### config.mk
export PLATFORM = sky130hd
export DESIGN_NAME = rbgs_ctrl
export DESIGN_NICKNAME = d
export VERILOG_FILES = /design/src/rtl/rbgs_pkg.sv /design/src/rtl/rbgs_ctrl.sv
export SDC_FILE = /design/constraint.sdc
export NUM_CORES = 1
export LEC_CHECK = 0
export BUFFER_PORTS_ARGS = -buffer_cell sky130_fd_sc_hd__buf_2
export CAP_MARGIN = 15
export CORE_MARGIN = 2
export CORE_UTILIZATION = 41
export DETAILED_ROUTE_END_ITERATION = 16
export GPL_TIMING_DRIVEN = 0
export PLACE_DENSITY = 0.72
export SYNTH_ARGS = -nofsm -noshare
export SYNTH_HDL_FRONTEND = slang
export SYNTH_SLANG_ARGS = --single-unit
### constraint.sdc
create_clock -name clk -period 1.3 [get_ports clk]
set_input_delay 0.26 -clock clk [delete_from_list [all_inputs] [get_ports clk]]
set_output_delay 0.26 -clock clk [all_outputs]
set_load 0.1 [all_outputs]
### src/rtl/rbgs_pkg.sv
// Shared types and constants for the red-black Gauss-Seidel 1D smoother.
// Used by rbgs_ctrl, rbgs_datapath and the top level red_black_gauss_seidel_1d.
`timescale 1ns / 1ps

package rbgs_pkg;

  localparam int VAL_W   = 48;
  localparam int RHS_W   = 47;
  localparam int IDX_W   = 10;
  localparam int VLEN_W  = 11;
  localparam int SWEEP_W = 16;
  localparam int STAT_W  = 2;
  localparam int IN_W    = 64;
  localparam int OUT_W   = 56;
  localparam int CFG_IDX_W = 2;

  localparam logic [1:0] OP_LOAD  = 2'd0;
  localparam logic [1:0] OP_SWEEP = 2'd1;
  localparam logic [1:0] OP_READ  = 2'd2;

  localparam logic [STAT_W-1:0] ST_OK    = 2'd0;
  localparam logic [STAT_W-1:0] ST_RANGE = 2'd1;
  localparam logic [STAT_W-1:0] ST_SAT   = 2'd2;

  localparam logic [CFG_IDX_W-1:0] CFG_VECTOR_LENGTH = 2'd0;
  localparam logic [CFG_IDX_W-1:0] CFG_RHS_SCALED    = 2'd1;
  localparam logic [CFG_IDX_W-1:0] CFG_SWEEP_COUNT   = 2'd2;

  localparam logic [VLEN_W-1:0]  VLEN_RESET  = 11'd100;
  localparam logic [SWEEP_W-1:0] SWEEP_RESET = 16'd1;

  localparam logic [VAL_W-1:0] Q_MAX = 48'h7FFF_FFFF_FFFF;
  localparam logic [VAL_W-1:0] Q_MIN = 48'h8000_0000_0000;

  typedef enum logic [1:0] {
    RES_OK    = 2'd0,
    RES_RANGE = 2'd1,
    RES_READ  = 2'd2,
    RES_SWEEP = 2'd3
  } res_kind_t;

  typedef struct packed {
    logic      load_wr;
    logic      rd_issue;
    logic      res_set;
    res_kind_t res_kind;
    logic      sw_init;
    logic      issue;
    logic      phase_next;
    logic      out_load;
  } cmd_t;

  typedef struct packed {
    logic [1:0] op;
    logic       in_range;
    logic       sweep_zero;
    logic       phase_last;
    logic       sweep_last;
  } stat_t;

endpackage

### src/rtl/rbgs_ctrl.sv
// Controller state machine: input handshake, operation sequencing, sweep
// phase control and output valid. Depends on rbgs_pkg.
`timescale 1ns / 1ps

module rbgs_ctrl
  import rbgs_pkg::*;
(
  input  logic  clk,
  input  logic  rst,
  input  logic  s_axis_tvalid,
  output logic  s_axis_tready,
  output logic  m_axis_tvalid,
  input  logic  m_axis_tready,
  input  stat_t stat,
  output cmd_t  cmd
);

  typedef enum logic [5:0] {
    S_IDLE   = 6'b000001,
    S_RDWAIT = 6'b000010,
    S_SWEEP  = 6'b000100,
    S_DRAIN  = 6'b001000,
    S_DONE   = 6'b010000,
    S_RESP   = 6'b100000
  } state_t;

  state_t state;
  state_t state_next;
  logic   out_valid;
  logic   take;
  logic   out_free;

  assign s_axis_tready = state == S_IDLE;
  assign take          = s_axis_tvalid && s_axis_tready;
  assign out_free      = !out_valid || m_axis_tready;

  always_comb begin
    state_next   = state;
    cmd          = '0;
    cmd.res_kind = RES_OK;
    case (state)
      S_IDLE: begin
        if (take) begin
          case (stat.op)
            OP_LOAD: begin
              cmd.load_wr  = stat.in_range;
              cmd.res_set  = 1'b1;
              cmd.res_kind = stat.in_range ? RES_OK : RES_RANGE;
              state_next   = S_RESP;
            end
            OP_READ: begin
              if (stat.in_range) begin
                cmd.rd_issue = 1'b1;
                state_next   = S_RDWAIT;
              end else begin
                cmd.res_set  = 1'b1;
                cmd.res_kind = RES_RANGE;
                state_next   = S_RESP;
              end
            end
            OP_SWEEP: begin
              if (stat.sweep_zero) begin
                cmd.res_set = 1'b1;
                state_next  = S_RESP;
              end else begin
                cmd.sw_init = 1'b1;
                state_next  = S_SWEEP;
              end
            end
            default: begin
              cmd.res_set = 1'b1;
              state_next  = S_RESP;
            end
          endcase
        end
      end
      S_RDWAIT: begin
        cmd.res_set  = 1'b1;
        cmd.res_kind = RES_READ;
        state_next   = S_RESP;
      end
      S_SWEEP: begin
        cmd.issue = 1'b1;
        if (stat.phase_last) begin
          state_next = S_DRAIN;
        end
      end
      S_DRAIN: begin
        // last write of the phase lands at the end of this cycle
        if (stat.sweep_last) begin
          state_next = S_DONE;
        end else begin
          cmd.phase_next = 1'b1;
          state_next     = S_SWEEP;
        end
      end
      S_DONE: begin
        cmd.res_set  = 1'b1;
        cmd.res_kind = RES_SWEEP;
        state_next   = S_RESP;
      end
      S_RESP: begin
        if (out_free) begin
          cmd.out_load = 1'b1;
          state_next   = S_IDLE;
        end
      end
      default: begin
        state_next = S_IDLE;
      end
    endcase
  end

  always_ff @(posedge clk) begin
    if (rst) begin
      state     <= S_IDLE;
      out_valid <= 1'b0;
    end else begin
      state <= state_next;
      if (cmd.out_load) begin
        out_valid <= 1'b1;
      end else if (m_axis_tready) begin
        out_valid <= 1'b0;
      end
    end
  end

  assign m_axis_tvalid = out_valid;

`ifndef SYNTHESIS
  a_load_in_range: assert property (@(posedge clk) disable iff (rst)
    cmd.load_wr |-> stat.in_range)
    else $error("store write for an index out of range");

  a_no_overwrite: assert property (@(posedge clk) disable iff (rst)
    cmd.out_load |-> (!out_valid || m_axis_tready))
    else $error("pending result overwritten");

  a_sweep_stays: assert property (@(posedge clk) disable iff (rst)
    (state == S_SWEEP && !stat.phase_last) |=> state == S_SWEEP)
    else $error("sweep phase left early");

  a_drain_exit: assert property (@(posedge clk) disable iff (rst)
    state == S_DRAIN |=> (state == S_SWEEP || state == S_DONE))
    else $error("bad exit from drain");
`endif

endmodule
### Word level (Yosys, flattened, before mapping)

Index checks and enable logic that the tools add are counted.

* register bits after elaboration: 7
* output and inout bits: 11
* word-level logic and storage cells: 49

* mux-type cells: 29
* equal/unequal tests: 11
* reductions and logical operators: 7

Operators by type and width (count)
* $mux W6: 6
* $pmux W6 S5: 1
* $mux W1: 15
* $pmux W6 S2: 1
* $pmux W3 S3: 1
* $eq A6 B1 Y1 const B: 1
* $eq A6 B2 Y1 const B: 1
* $eq A6 B3 Y1 const B: 1
* $eq A6 B4 Y1 const B: 1
* $eq A6 B5 Y1 const B: 1
* $eq A6 B6 Y1 const B: 1
* $mux W5: 1
* $ne A2 B2 Y1 const B: 2
* $pmux W2 S2: 1
* $mux W3: 1
* $reduce_and A3 Y1: 1
* $eq A2 B1 Y1 const B: 1
* $eq A2 B2 Y1 const B: 1
* $logic_not A2 Y1: 1
* $mux W2: 1
* $ne A2 B1 Y1 const B: 1
* $pmux W1 S2: 1
* $reduce_bool A2 Y1: 1
* $reduce_or A2 Y1: 1
* 3 further kinds: 3

### Depth between registers and ports, before layout

Gate-level depths: netlist (run 1).

* word-level depth: 5
* mapped depth: 5
* depth with buffers taken out: 5

### Worst setup path after synthesis (run 1)

Ideal clock, no wire load.

* path type: flip-flop to output port
* from: register state[2]
* to: output cmd[6] in the netlist's numbering
* stages on the path, launching flop included: 4
* data required time: 1040 ps
* data arrival time: 3241 ps
* setup slack: -2201 ps
* path buffers: 0
* cells stage by stage: dfxtp_1 -> or2_1 -> nor4_2 -> or2_1

RTL lines
* start, declared: line rbgs_ctrl.sv:27 `state_t state;`
* start signal, assigned: line rbgs_ctrl.sv:119 `state <= state_next;`
* end, declared: line rbgs_ctrl.sv:15 `output cmd_t cmd`

==> results.tsv, run 1 <==
metric	value	unit
outcome	finished with violations	
failing checks	setup timing	
CTS tree	yes	
Routed WL	2520	µm
DR WL/cell	21.5	µm
CP max stage delay	0.39	ns
chip height	40.2	µm
total CTS buffers	3	
GP Congestion	0.760	
Tcrit/Tclk final	153	%
wire length of the first global-routing pass	2790	µm
largest net degree at the start of global routing	7	
Layout Nets	116	
leading area contributor after synthesis	dfxtp_1	
critical path launch point type	register	
Yosys reg bits	7	
EDFF count, synth	0	
Worst R2R Start	state[5]	
Post-DP HPWL	987	µm
Worst Setup End Kind	output port	
ys flop type	dfxtp_1	
Clock Tree Root	clkbuf_4	
fill count	43	
Critical Path End	cmd[4]	
clk slew on worst S/H paths	0.06	ns
pre-CTS setup slack	-0.658	ns
Max stage delay cell, worst path	nor4b_4	
DR pass1 iterations	4	
Syn Nets	70	
GRT overflow	0	
Arrival @ worst endpoint	1.73	ns
vias	692	
post-synthesis async set-or-reset flop share	0	%
reg-to-reg endpoint	state[5]	
syn_area_per_cell	9.42	µm²
Netlist cell types	30	
CP required	1.04	ns
Clock Latency Late Sink	0.26	ns
# rows	13	
DRC	0	
WS Path Type	register to output port	
Hold Path Class	input port to register	
number of diodes	0	
P&R area growth vs syn	122	%
most instantiated cells after synthesis	7 x dfxtp_1, 6 x inv_1, 5 x and3_1, 5 x nor2_1	
Hold Fails Final Rpt	0	
cell area after synthesis	537	µm²
power density over cell area	1040	nW/µm²
worst ir drop on vdd	930	µV
core area	1270	µm²
Fmax	0.503	GHz
die width	40.2	µm
leak pwr	0.000528	µW
Reg2Reg Depth	11	
H-tree lvl count	1	
worst clock skew	0.00718	ns
most numerous cell in the Yosys netlist	dfxtp_1	
die area	1610	µm²
Syn Inst Count	57	
Avg Vias per Cell	5.91	
yosys warns	0	
max_slew headroom	72.0	%
antenna violations before repair	0	
Starting Density	42.3	%
Tot GR Track Use	27.3	%
area of the multi-input gates	509	µm²
max-slew violation count	0	
share of layout cells above drive strength 1	76.5	%
Reg area	161	µm²
r2r setup slk	-0.65	ns
unrepaired setup endpoints after global routing	true	
clk sinks	7	
Crit Path Max Fanout	3	
setup violators final	16	
Hold Slack	0.237	ns
DRT iter0 DRCs	21	
Final Critical Period	1.99	ns
I/O pin count	21	
critical path, cell by cell	nor4b_4 > nand3_2 > o31ai_4 > buf_12	
max cap viols	0	
CTS max path bufs	2	
Synth area leaders	dfxtp_1 26%, ha_1 7.0%, and3_1 5.8%, o221ai_4 4.9%, nor4b_4 4.4%	
worst-margin pin slew	0.414	ns
sequential share of the synthesized area	26.1	%
Synth top area share	26.1	%
port bufs	20	
Final WS setup	-0.688	ns
CP startpoint	state[5]	
vias in the first global route	593	
Post-DRT Antenna Nets	0	
-- placed cells by master, fill, tap and decap left out, types with 2 or more instances in the layout --
cell type | Yosys | final
and3_4 | 0 | 4
dfxtp_4 | 0 | 5
inv_1 | 6 | 4
buf_12 | 0 | 10
buf_4 | 0 | 12
nand2b_1 | 2 | 2
clkbuf_4 | 0 | 4
or2_4 | 0 | 2
ha_1 | 3 | 3
dfxtp_2 | 0 | 2
nor2_4 | 0 | 3
nor4_4 | 1 | 2
buf_2 | 0 | 9
nor2_1 | 5 | 2
clkinvlp_4 | 0 | 2
buf_6 | 0 | 9
-- registers in the layout, summed over array words and instances (netlist names) --
register / cells
m_axis_tvalid: 1
state: 6
-- routing by layer --
metal / track usage [%] / wire length (µm)
met5: 0 / 0
met4: 5.00 / 141
met3: 8.33 / 167
met2: 47.6 / 1330
met1: 33.1 / 883
-- final cells by class --
| type | count | area share (%) |
|---|---|---|
| Tap cell | 15 | 1.58 |
| Inverter | 6 | 2.52 |
| Sequential cell | 7 | 13.6 |
| Clock buffer | 4 | 2.21 |
| Multi-Input combinational cell | 44 | 42.8 |
| Timing Repair Buffer | 41 | 37.3 |
-- critical path, delay by kind of cell (launching register included) --
| family | cells | cell delay (ns) |
|---|---|---|
| DFF | 1 | 0.35 |
| and+or+nand+nor | 2 | 0.58 |
| buffers and inverters | 1 | 0.21 |
| AOI/OAI and AO/OA | 1 | 0.31 |
-- stage by stage --
step / util [%] / area, µm² / setup TNS [ns] / instances / power [µW]
after floorplan: - / 614 / -5.84 / 57 / 625
after global placement: 57.8 / 733 / -4.80 / 92 / 690
after detailed placement: 57.8 / 733 / -4.96 / 92 / 694
after CTS: 84.9 / 1080 / -6.82 / 111 / 1110
after global routing: 93.8 / 1190 / -8.67 / 117 / 1290
final: 93.8 / 1190 / -7.69 / 117 / 1240
-- timing repair --
| item | 4_1_cts | 5_1_grt |
|---|---|---|
| setup buffers | 15 | 7 |
| endpoints found under the setup margin | 16 | 17 |
| resized for setup | 53 | 15 |
| pin swaps | 7 | 11 |
| hold buffers | 0 | 0 |
-- worst min path at each step --
stage	startpoint	end	slack [ns]	cells past startpoint
floorplan	rst	m_axis_tvalid	0.32	1
global placement	rst	m_axis_tvalid	0.46	2
detailed placement	rst	m_axis_tvalid	0.46	2
CTS	rst	m_axis_tvalid	0.19	2
global route	rst	state[3]	0.22	2
finish	rst	state[3]	0.24	2
-- report_power, final --
group          switching [µW]  internal [µW]  total [µW]
Sequential               22.0            231         253
Combinational             427            349         775
Clock                    92.9            118         211
Total                     541            697        1240
-- kinds of logic after synthesis --
group / count (synthesis) / share of synthesized area, %
compound gates: 9 / 16.6
xor+xnor: 1 / 1.63
fa+ha+maj: 3 / 6.99
buf+inv: 6 / 4.20
flops: 7 / 26.1
simple gates: 31 / 44.5
Power figures use the tool's default switching activity.
==> run 2: changes to the inputs <==
--- a/config.mk
+++ b/config.mk
@@ -8,10 +8,9 @@
 export BUFFER_PORTS_ARGS = -buffer_cell sky130_fd_sc_hd__buf_2
 export CAP_MARGIN = 15
 export CORE_MARGIN = 2
-export CORE_UTILIZATION = 41
+export CORE_UTILIZATION = 25
 export DETAILED_ROUTE_END_ITERATION = 16
 export GPL_TIMING_DRIVEN = 0
-export PLACE_DENSITY = 0.72
 export SYNTH_ARGS = -nofsm -noshare
 export SYNTH_HDL_FRONTEND = slang
 export SYNTH_SLANG_ARGS = --single-unit
==> results.tsv, run 2 (same netlist as run 1, synthesis figures left out) <==
metric	value	unit	change
CTS tree	yes		
clk sinks	7		unchanged
chip height	50.3	µm	+25%
WS Path Type	register to output port		
Hold Slack	0.215	ns	-0.0219 ns
global-route met1 utilization	15.0	%	-18 points
most common cell after layout, fill and taps aside	buf_2		
setup violators final	16		unchanged
Worst Setup End Kind	output port		
met3 usage	4.17	%	-4.2 points
CP required	1.04	ns	about the same
Fmax	0.526	GHz	+4.5%
Post-DRT Antenna Nets	0		unchanged
max cap viols	0		unchanged
max_slew headroom	67.9	%	-4.1 points
H-tree lvl count	1		unchanged
Total Neg Setup Slack	-6.33	ns	+1.36 ns
DRC	0		unchanged
Tot GR Track Use	13.0	%	-14 points
worst-margin pin slew	0.485	ns	+0.0708 ns
Reg area	166	µm²	+3.1%
P&R area growth vs syn	109	%	
Largest register FFs	6		unchanged
CTS max path bufs	2		unchanged
power density over cell area	1000	nW/µm²	-3.5%
number of diodes	0		unchanged
Power Total	1130	µW	-9.1%
Arrival @ worst endpoint	1.64	ns	-0.09 ns
Avg Vias per Cell	4.71		-20%
critical path launch point type	register		
area of the multi-input gates	492	µm²	-3.4%
GRT met2 Usage	21.3	%	-26 points
Final Util	56.0	%	-38 points
fill count	168		+290%
Starting Density	26.8	%	-15 points
# rows	16		+3
failing checks	setup timing		
Routed WL	1530	µm	-39%
Clock Latency Late Sink	0.25	ns	about the same
outcome	finished with violations		
GP Congestion	0.778		+2.4%
antenna violations before repair	0		unchanged
Clock Tree Root	clkbuf_4		
worst ir drop on vdd	575	µV	-38%
Hold Path Class	input port to register		
leak pwr	0.000497	µW	-5.7%
share of layout cells above drive strength 1	72.2	%	-4.3 points
worst clock skew	0.00281	ns	-0.00437 ns
CTS Hold Buffers Added	0		unchanged
max-slew violation count	0		unchanged
Final WS setup	-0.602	ns	+0.0854 ns
Final Critical Period	1.90	ns	-0.0854 ns
Top reg by flops	state		
unrepaired setup endpoints after global routing	true		
core area	2000	µm²	+58%
DRT iter0 DRCs	6		-71%
largest net degree at the start of global routing	7		unchanged
I/O pin count	21		unchanged
Post-DP HPWL	1060	µm	+7.2%
DR WL/cell	12.3	µm	-43%
gr busiest metal	met2		
vias in the first global route	572		-3.5%
die area	2530	µm²	+57%
GRT overflow	0		unchanged
commonest non-fill, non-tap cells in the layout	10 x buf_2, 9 x buf_4, 8 x buf_6		
Layout Nets	111		-4.3%
DR pass1 iterations	4		unchanged
total CTS buffers	3		unchanged
wire length of the first global-routing pass	2440	µm	-13%
vias	584		-16%
Hold Fails Final Rpt	0		unchanged
Tcrit/Tclk final	146	%	-6.6 points
clk slew on worst S/H paths	0.05	ns	about the same
Crit Path Max Fanout	4		+1
port bufs	20		unchanged
die width	50.3	µm	+25%
## run 2: changes by cell type in the layout (fill, tap and decap cells not counted), sizes merged
| cell | before | now |
|---|---|---|
| buf | 40 | 36 |
| clkbuf | 5 | 4 |
## run 2: cell type report
| cell class | instances | area share, % |
|---|---|---|
| clock buffer | 4 | 2.34 |
| tap | 27 | 3.01 |
| sequential | 7 | 14.8 |
| multi-input combinational | 44 | 43.9 |
| inverter | 6 | 2.68 |
| timing repair buffer | 36 | 33.3 |
## run 2: worst max-delay path, stage by stage (launching register included)
cell	delay (ns)
dfxtp_4	0.35
nor4b_4	0.35
nand3_2	0.17
a31oi_4	0.18
or2_4	0.16
buf_12	0.17
## run 2: per-layer routing
metal,vias to the layer above,part of all wire [%]
met1,273,40
met3,2,4.7
met4,0,0.66
met5,-,0
met2,14,55
li1,295,-
## run 2: timing repair
item                                    CTS  global route
gates resized for setup                  50            10
pin swaps                                11             8
endpoints found under the setup margin   16            16
setup buffers                            17             5
## run 2: final timing paths
kind	depth (start not counted)	start	slack [ns]	end
setup reg to reg	10	state[5]	-0.49	state[5]
hold reg to reg	2	m_axis_tvalid	0.52	m_axis_tvalid
hold / removal	2	rst	0.22	m_axis_tvalid
setup / recovery	5	state[5]	-0.60	cmd[6]
## run 2: where the power goes
group / internal, µW / total [µW] / switching, µW
Sequential: 228 / 254 / 26.5
Combinational: 303 / 677 / 374
Clock: 117 / 195 / 78.3
Total: 647 / 1130 / 479
## run 2: per-stage QoR
step / setup WS, ns / area (µm²) / instances
final: -0.602 / 1120 / 124
after global routing: -0.645 / 1120 / 124
after CTS: -0.598 / 1040 / 120
after detailed placement: -0.648 / 748 / 104
after global placement: -0.662 / 748 / 104
after floorplan: -1.07 / 614 / 57
